===== config.mk =====
export PLATFORM = sky130hd
export DESIGN_NAME = ccr_front
export DESIGN_NICKNAME = d
export VERILOG_FILES = /design/src/rtl/core/ccr_pkg.sv /design/src/rtl/core/ccr_front.sv
export SDC_FILE = /design/constraint.sdc
export NUM_CORES = 1
export LEC_CHECK = 0
export BUFFER_PORTS_ARGS = -buffer_cell sky130_fd_sc_hd__buf_2
export CORE_ASPECT_RATIO = 1.4
export CORE_MARGIN = 2
export CORE_UTILIZATION = 56
export DETAILED_ROUTE_END_ITERATION = 7
export PLACE_DENSITY = 0.8
export SYNTH_ARGS = -nofsm -noshare
export SYNTH_HDL_FRONTEND = slang
export SYNTH_SLANG_ARGS = --single-unit

===== constraint.sdc =====
create_clock -name i_clk -period 10.3 [get_ports i_clk]
set_clock_uncertainty 0.1 [all_clocks]
set_input_delay 2.06 -clock i_clk [delete_from_list [all_inputs] [get_ports i_clk]]
set_output_delay 2.06 -clock i_clk [all_outputs]
set_load 0.02 [all_outputs]

===== src/rtl/core/ccr_pkg.sv =====
// Shared types and constants of the closed Catmull-Rom spline evaluator.
`timescale 1ns / 1ps
`default_nettype none
package ccr_pkg;
    localparam int MAX_POINTS = 64;
    localparam int IDX_W      = $clog2(MAX_POINTS);
    localparam int CNT_W      = 7;
    localparam int COORD_W    = 32;
    localparam int POINT_W    = 3 * COORD_W;
    localparam int FRAC_W     = 16;
    localparam int COEF_W     = 38;
    localparam int ACC_W      = 40;
    localparam int PROD_W     = COEF_W + FRAC_W + 2;

    localparam logic [CNT_W-1:0] COUNT_RESET = 7'd4;
    localparam logic             FUNC_WRITE  = 1'b0;
    localparam logic             FUNC_EVAL   = 1'b1;

    // One item as it waits between the front and the back.
    typedef struct packed {
        logic               func;
        logic [IDX_W-1:0]   slot;
        logic [POINT_W-1:0] point;
        logic [IDX_W-1:0]   first_idx;
        logic [CNT_W-1:0]   count;
        logic [FRAC_W-1:0]  frac;
    } t_item;

    typedef enum logic [2:0] {
        ST_IDLE, ST_READ, ST_COEF, ST_USQ, ST_MAC, ST_FIN, ST_OUT
    } t_state;

    typedef enum logic [1:0] {
        DST_U2, DST_U3, DST_POS, DST_DER
    } t_dst;
endpackage
`default_nettype wire


===== src/rtl/core/ccr_front.sv =====
// Front end: point count register, segment computation and a two-entry queue.
`timescale 1ns / 1ps
`default_nettype none
module ccr_front (
    input  wire                         i_clk,
    input  wire                         i_rst_n,
    input  wire                         i_cfg_we,
    input  wire  [ccr_pkg::CNT_W-1:0]   i_cfg_wdata,
    input  wire                         i_push,
    output logic                        o_full,
    input  wire                         i_func,
    input  wire  [ccr_pkg::IDX_W-1:0]   i_point_index,
    input  wire  [ccr_pkg::COORD_W-1:0] i_coord_x,
    input  wire  [ccr_pkg::COORD_W-1:0] i_coord_y,
    input  wire  [ccr_pkg::COORD_W-1:0] i_coord_z,
    input  wire  [ccr_pkg::FRAC_W-1:0]  i_global_t,
    output logic                        o_q_valid,
    output ccr_pkg::t_item              o_q_item,
    input  wire                         i_q_take
);
    import ccr_pkg::*;

    logic [CNT_W-1:0]          r_count;
    logic [CNT_W-1:0]          n_eff;
    logic [FRAC_W+CNT_W-1:0]   scaled;
    logic [CNT_W:0]            wrap_sum;
    logic [CNT_W:0]            wrap_idx;
    t_item                     new_item;
    t_item                     r_q [2];
    logic                      r_wp;
    logic                      r_rp;
    logic [1:0]                r_cnt;
    logic                      do_push;
    logic                      do_pop;

    always_ff @(posedge i_clk) begin
        if (!i_rst_n) begin
            r_count <= COUNT_RESET;
        end else if (i_cfg_we) begin
            r_count <= i_cfg_wdata;
        end
    end

    always_comb begin
        if (r_count == '0) begin
            n_eff = CNT_W'(1);
        end else if (r_count > CNT_W'(MAX_POINTS)) begin
            n_eff = CNT_W'(MAX_POINTS);
        end else begin
            n_eff = r_count;
        end
        scaled = i_global_t * n_eff;
        // The segment is below the count, so one subtract finishes the wrap.
        wrap_sum = {1'b0, scaled[FRAC_W+CNT_W-1:FRAC_W]} + {1'b0, n_eff} - (CNT_W+1)'(1);
        wrap_idx = (wrap_sum >= {1'b0, n_eff}) ? wrap_sum - {1'b0, n_eff} : wrap_sum;
        new_item.func      = i_func;
        new_item.slot      = i_point_index;
        new_item.point     = {i_coord_x, i_coord_y, i_coord_z};
        new_item.first_idx = wrap_idx[IDX_W-1:0];
        new_item.count     = n_eff;
        new_item.frac      = scaled[FRAC_W-1:0];
    end

    assign o_full    = (r_cnt == 2'd2);
    assign o_q_valid = (r_cnt != 2'd0);
    assign o_q_item  = r_q[r_rp];
    assign do_push   = i_push && !o_full;
    assign do_pop    = i_q_take && o_q_valid;

    always_ff @(posedge i_clk) begin
        if (do_push) begin
            r_q[r_wp] <= new_item;
        end
    end

    always_ff @(posedge i_clk) begin
        if (!i_rst_n) begin
            r_wp  <= 1'b0;
            r_rp  <= 1'b0;
            r_cnt <= 2'd0;
        end else begin
            if (do_push) begin
                r_wp <= !r_wp;
            end
            if (do_pop) begin
                r_rp <= !r_rp;
            end
            r_cnt <= r_cnt + {1'b0, do_push} - {1'b0, do_pop};
        end
    end
endmodule
`default_nettype wire


After elaboration in Yosys (flattened, before gate mapping)
Memories as Yosys holds them, arrays and structs flattened. A register that Yosys moved wholly into a read port is not among the register bits.
Cells that the tools add are included.
Word-level totals
  register bits: 11
  RAM bits: 264
  input port bits: 131
  output and inout port bits: 134
  logic and storage cells: 28
  memories kept: 1
Cells by class
  $add $sub $neg: 5
  multipliers: 1
  order comparisons: 2
  equality and inequality tests: 1
  muxes and demuxes: 7
  reduce and logical (&&, ||, !) cells: 7
Memories
  r_q: depth 2, width 132, rd ports 1, clocked after memory_dff 1, write ports 1, line ccr_front.sv:29  | t_item r_q [2];
Operators with widths (count)
  multiplier 16 x 7 -> 23 bit: 1
  2-to-1 mux 7 bit: 2
  adder 7 x 7 -> 8 bit: 1
  greater-or-equal comparator 8 x 7 -> 1 bit: 1
  subtractor 8 x 1 -> 8 bit, second input constant: 1
  greater-than comparator 7 bit, second input constant: 1
  zero test 7 bit: 1
  2-to-1 mux 6 bit: 1
  subtractor 6 bit: 1
  2-to-1 mux 1 bit: 4
  zero test 1 bit: 3
  adder 2 x 1 -> 2 bit: 1
  == test 2 bit, second input constant: 1
  logical AND 1 bit: 2
  nonzero test 2 bit: 1
  subtractor 2 x 1 -> 2 bit: 1

Logic depth before layout (Yosys ltp)
  depth after elaboration: 8
  mapped depth: 32
  depth with buffers taken out: 31

Worst setup path after synthesis
OpenSTA, ideal clock, no wires.
  path kind: input-to-reg
  start point: input port i_global_t[5] (netlist name)
  end point: memory r_q[0][24] (netlist name) (data pin)
  library setup time: 0.262 ns
  data arrival time: 9.090 ns
  required time: 9.938 ns
  slack: 0.849 ns
  stages on the path: 29
  path buffers: 1
  cell sequence: and2_1 -> fa_1 -> inv_1 -> fa_1 -> inv_1 -> fa_1 -> inv_1 -> fa_1 -> inv_1 -> ha_1 -> o211ai_1 -> o21bai_1 -> a211oi_1 -> o31ai_1 -> a31oi_1 -> xor2_1 -> ha_1 -> inv_1 -> ha_1 -> fa_1 -> a21o_1 -> a21oi_1 -> xnor2_1 -> ha_1 -> a21o_1 -> a21o_1 -> or4_1 -> buf_2 -> mux2_4
On the way
  longest elaborated chain between the ends: 5
  elaborated cells on any way between the ends: 6
  classes of those cells: 3 x add/sub; 1 x mul; 1 x order compare; 1 x mux
Ends and longest elaborated chain
  from (decl): line ccr_front.sv:16  | input wire [ccr_pkg::FRAC_W-1:0] i_global_t,
  multiplier 16 x 7 -> 23 bit *: line ccr_front.sv:52  | scaled = i_global_t * n_eff;
  adder 7 x 7 -> 8 bit *: line ccr_front.sv:54  | wrap_sum = {1'b0, scaled[FRAC_W+CNT_W-1:FRAC_W]} + {1'b0, n_eff} - (CNT_W+1)'(1);
  subtractor 8 x 1 -> 8 bit *: line ccr_front.sv:54
  greater-or-equal comparator 8 x 7 -> 1 bit or subtractor 6 bit (tied branches): line ccr_front.sv:55  | wrap_idx = (wrap_sum >= {1'b0, n_eff}) ? wrap_sum - {1'b0, n_eff} : wrap_sum;
  2-to-1 mux 6 bit *: line ccr_front.sv:55
  named net wrap_idx[1]: line ccr_front.sv:27  | logic [CNT_W:0] wrap_idx;
  to (decl): line ccr_front.sv:29
The timed path passes the listed nets; every way through them passes the cells marked *.

Worst setup path in the final report
  start point: input port i_global_t[5] (netlist name)
  end point: memory r_q[1][26] (netlist name) (data pin)
Same word-level chain as after synthesis.

==> metrics.md <==
| Metric | Value |
|---|---|
| RSZ-0062 raised after global routing | false |
| Initial Util | 0.565 |
| Layout cells sized above 1 | 0.362 |
| CTS HTree Levels | 1 |
| Clk buf depth | 3 |
| Outcome | complete, no violations |
| Register area | approximately 8000 um2 |
| Hold WC Path Type | reg2reg |
| Clk Latency, worst-skew pair | 0.50 ns |
| Post-CTS setup buffer count | 0 |
| N_diodes | 0 |
| CP max FO | 7 |
| Crit end category | flip-flop |
| I/O pin count | 265 |
| Gr ovfl total | 0 |
| Vias in the first global route | 8880 |
| XOR/XNOR Fraction of Synth Area | 0.0172 |
| Final Cycle Share | 0.919 |
| Clock Root Buffer | clkbuf_16 |
| Netlist cell types | 49 |
| Synthesized-area fraction occupied by and/or/nand/nor cells | 0.0685 |
| Leak pwr | between 6 and 7 nW |
| Reg clk slew, reported paths | 0.06 ns |
| Post-synthesis cell count | 970 |
| Number of synthesized flops with an enable pin | 264 |
| Nets | 1508 |
| Detailed Place HPWL | roughly 22000 um |
| CP top delay family | adder cells |
| #FFs+latches synth | 276 |
| CTS tree | yes |
| GP Congestion | 0.855 |
| # Max-Cap Violations | 0 |
| Hold Vio Cnt, Final | 0 |
| Synth Area in Compound Gates | 0.0405 |
| CP startpoint kind | input port |
| DRC viols | 0 |
| TritonRoute pass-1 iters | 4 |
| Die ar. | 26800 um2 |
| Mean Syn Cell Area | about 15 um2 |
| Wire length of the first global-routing pass | roughly 45000 um |
| Critical path arrival | about 9.6 ns |
| Cell with the most instances after synthesis | edfxtp_1 |
| Critical-path top delay cell | or4_1 |
| Vias/cell | 5.47 |
| Num CTS Buffers | 25 |
| Ys flop type | edfxtp_1 |
| Routed len/inst | 18.6 um |
| Share of the core filled with cells | 0.663 |
| Power Density | 242 nW/um2 |
| Area of the multi-input gates | between 5000 and 6000 um2 |
| Warnings, synthesis | 0 |
| Largest net degree at the start of global routing | 80 |
| Fmax | 106 MHz |
| FP Rows | 69 |
| Total negative setup slack | 0 ns |
| Post-synthesis sequential area ratio | 0.573 |
| Synthesized net count | 1235 |
| Post-synth ARST share | 0 |
| Die H | slightly below 200 um |
| CP Data Required Time | between 10 and 15 ns |
| Die W | 139 um |
| Synth Area in Adders | 0.155 |
| Violation count after the first detailed-route iteration | 458 |
| Hold Buf Count CTS | 0 |
| Port buffer count | 264 |
| Mapped Area | 14300 um2 |
| Post-CTS sizing | 0 |
| Multiplexer share of the synthesized area | 0.113 |
| Max_slew headroom | 0.301 |
| GR Util All Layers | 0.214 |
| Crit path buffers/inverters | 6 |
| Minimum clock period after layout | about 9.5 ns |
| # clock sinks | 276 |
| Final Max Tran Viols | 0 |
| Synth top cells by count | edfxtp_1, mux2_2, inv_1 |
| Worst Max-Slew Pin Slew | 1.05 ns |
| Largest family of logic cells by synthesized area | adder cells |
| Initial antenna violation count | 2 |
| # setup viols final | 0 |
| Post-route ant nets | 0 |
| Area share of the largest cell type after synthesis | 0.556 |
| Area growth syn-to-layout | 17.2% |
| Worst VDD drop | 205 uV |
| Core area | 25200 um2 |
| CP max stage delay | 0.68 ns |
| Final wirelength | 29400 um |
| Fill cell count | about 1800 |
| Yosys top cell by area | edfxtp_1 |
| Setup CP Type | in2reg |
| Routed via count | around 8600 |
| Ranking of synthesized cells by area | edfxtp_1, mux2_2, fa_1 |
==> area by class of cell <==
| cell class | count | area share |
|---|---|---|
| Sequential cell | 276 | 0.489 |
| Multi-Input combinational cell | 572 | 0.337 |
| Timing Repair Buffer | 276 | 0.0845 |
| Clock buffer | 28 | 0.0381 |
| Tap cell | 319 | 0.0239 |
| Inverter | 92 | 0.0207 |
| Clock inverter | 14 | 0.00622 |
==> power breakdown <==
group          switching [mW]  internal (mW)
Clock                   0.381          0.470
Sequential             0.0660           1.48
Combinational           0.957          0.682
==> cell families (layout without fill, tap and decap cells) <==
logic type / Yosys count / count (layout)
fa+ha+maj: 134 / 134
buf+inv: 122 / 410
simple gates: 183 / 183
xor+xnor: 28 / 28
mux: 143 / 143
flops: 276 / 276
compound gates: 84 / 84
==> state kept, by name, summed over array words and instances, names as in the netlist, named ones only <==
signal	cells
r_q	264
r_wp	1
r_count	7
r_cnt	2
r_rp	1
==> routing by layer <==
metal	part of all wire	up-vias	GRT usage
met5	0.00088	-	0
met2	0.54	287	0.401
met3	0.064	60	0.0387
li1	-	3999	-
met4	0.030	4	0.0707
met1	0.36	4276	0.248
==> layout by cell type (no fill, tap or decap), types with 2 or more instances in the layout <==
cell type     n
buf_2       264
edfxtp_1    264
mux2_2      132
inv_1        92
and2_1       75
fa_1         71
ha_1         63
nand2_1      51
clkbuf_16    25
xnor2_1      18
a21oi_1      17
nor2b_1      15
a21o_1       12
nor2_1       12
buf_4        12
o21ai_0      11
dfxtp_1      11
xor2_1       10
a211oi_1      7
nand3_1       7
mux2i_1       7
nor3_1        6
nand2b_1      5
o21a_1        5
clkinv_1      5
o31ai_1       4
o21bai_1      4
mux2_4        4
clkinv_2      4
or2_2         3
and3_1        3
o211ai_1      3
a31oi_1       3
o311ai_0      3
clkbuf_1      3
a22oi_1       2
o31a_1        2
clkinvlp_4    2
==> stage by stage <==
stage               std cells  hold WS [ns]  worst slack (ns)  instance area [um2]  power (mW)
finish                   1577         0.423             0.838                16700        4.04
global placement         1535         0.415             0.532                16000        3.16
CTS                      1577         0.436             0.843                16700        4.06
detailed placement       1535         0.424             0.327                16000        3.21
floorplan                 970         0.358             0.849                14300        2.77
global route             1577         0.461             0.362                16700        4.26
==> worst paths after layout <==
kind                                     from  cells after the start  slack, ns         end
worst max-delay path            i_global_t[5]                     29       0.84  r_q[1][26]
worst min-delay path               r_count[2]                      2       0.42  r_count[2]
worst max register to register     r_count[6]                     31       1.46  r_q[1][26]
worst min register to register     r_count[2]                      2       0.42  r_count[2]
==> worst reg2reg max path, delay by kind of cell, from the launching register on <==
family                   cells  cell delay [ns]
buffers and inverters        7             0.76
flip-flops                   1             0.45
AND/OR/NAND/NOR              3             0.97
adder cells (fa/ha/maj)      9             3.61
XOR/XNOR                     2             0.41
AO/OA/AOI/OAI                9             1.94
multiplexers                 1             0.36
(Power assumes the default switching activity.)
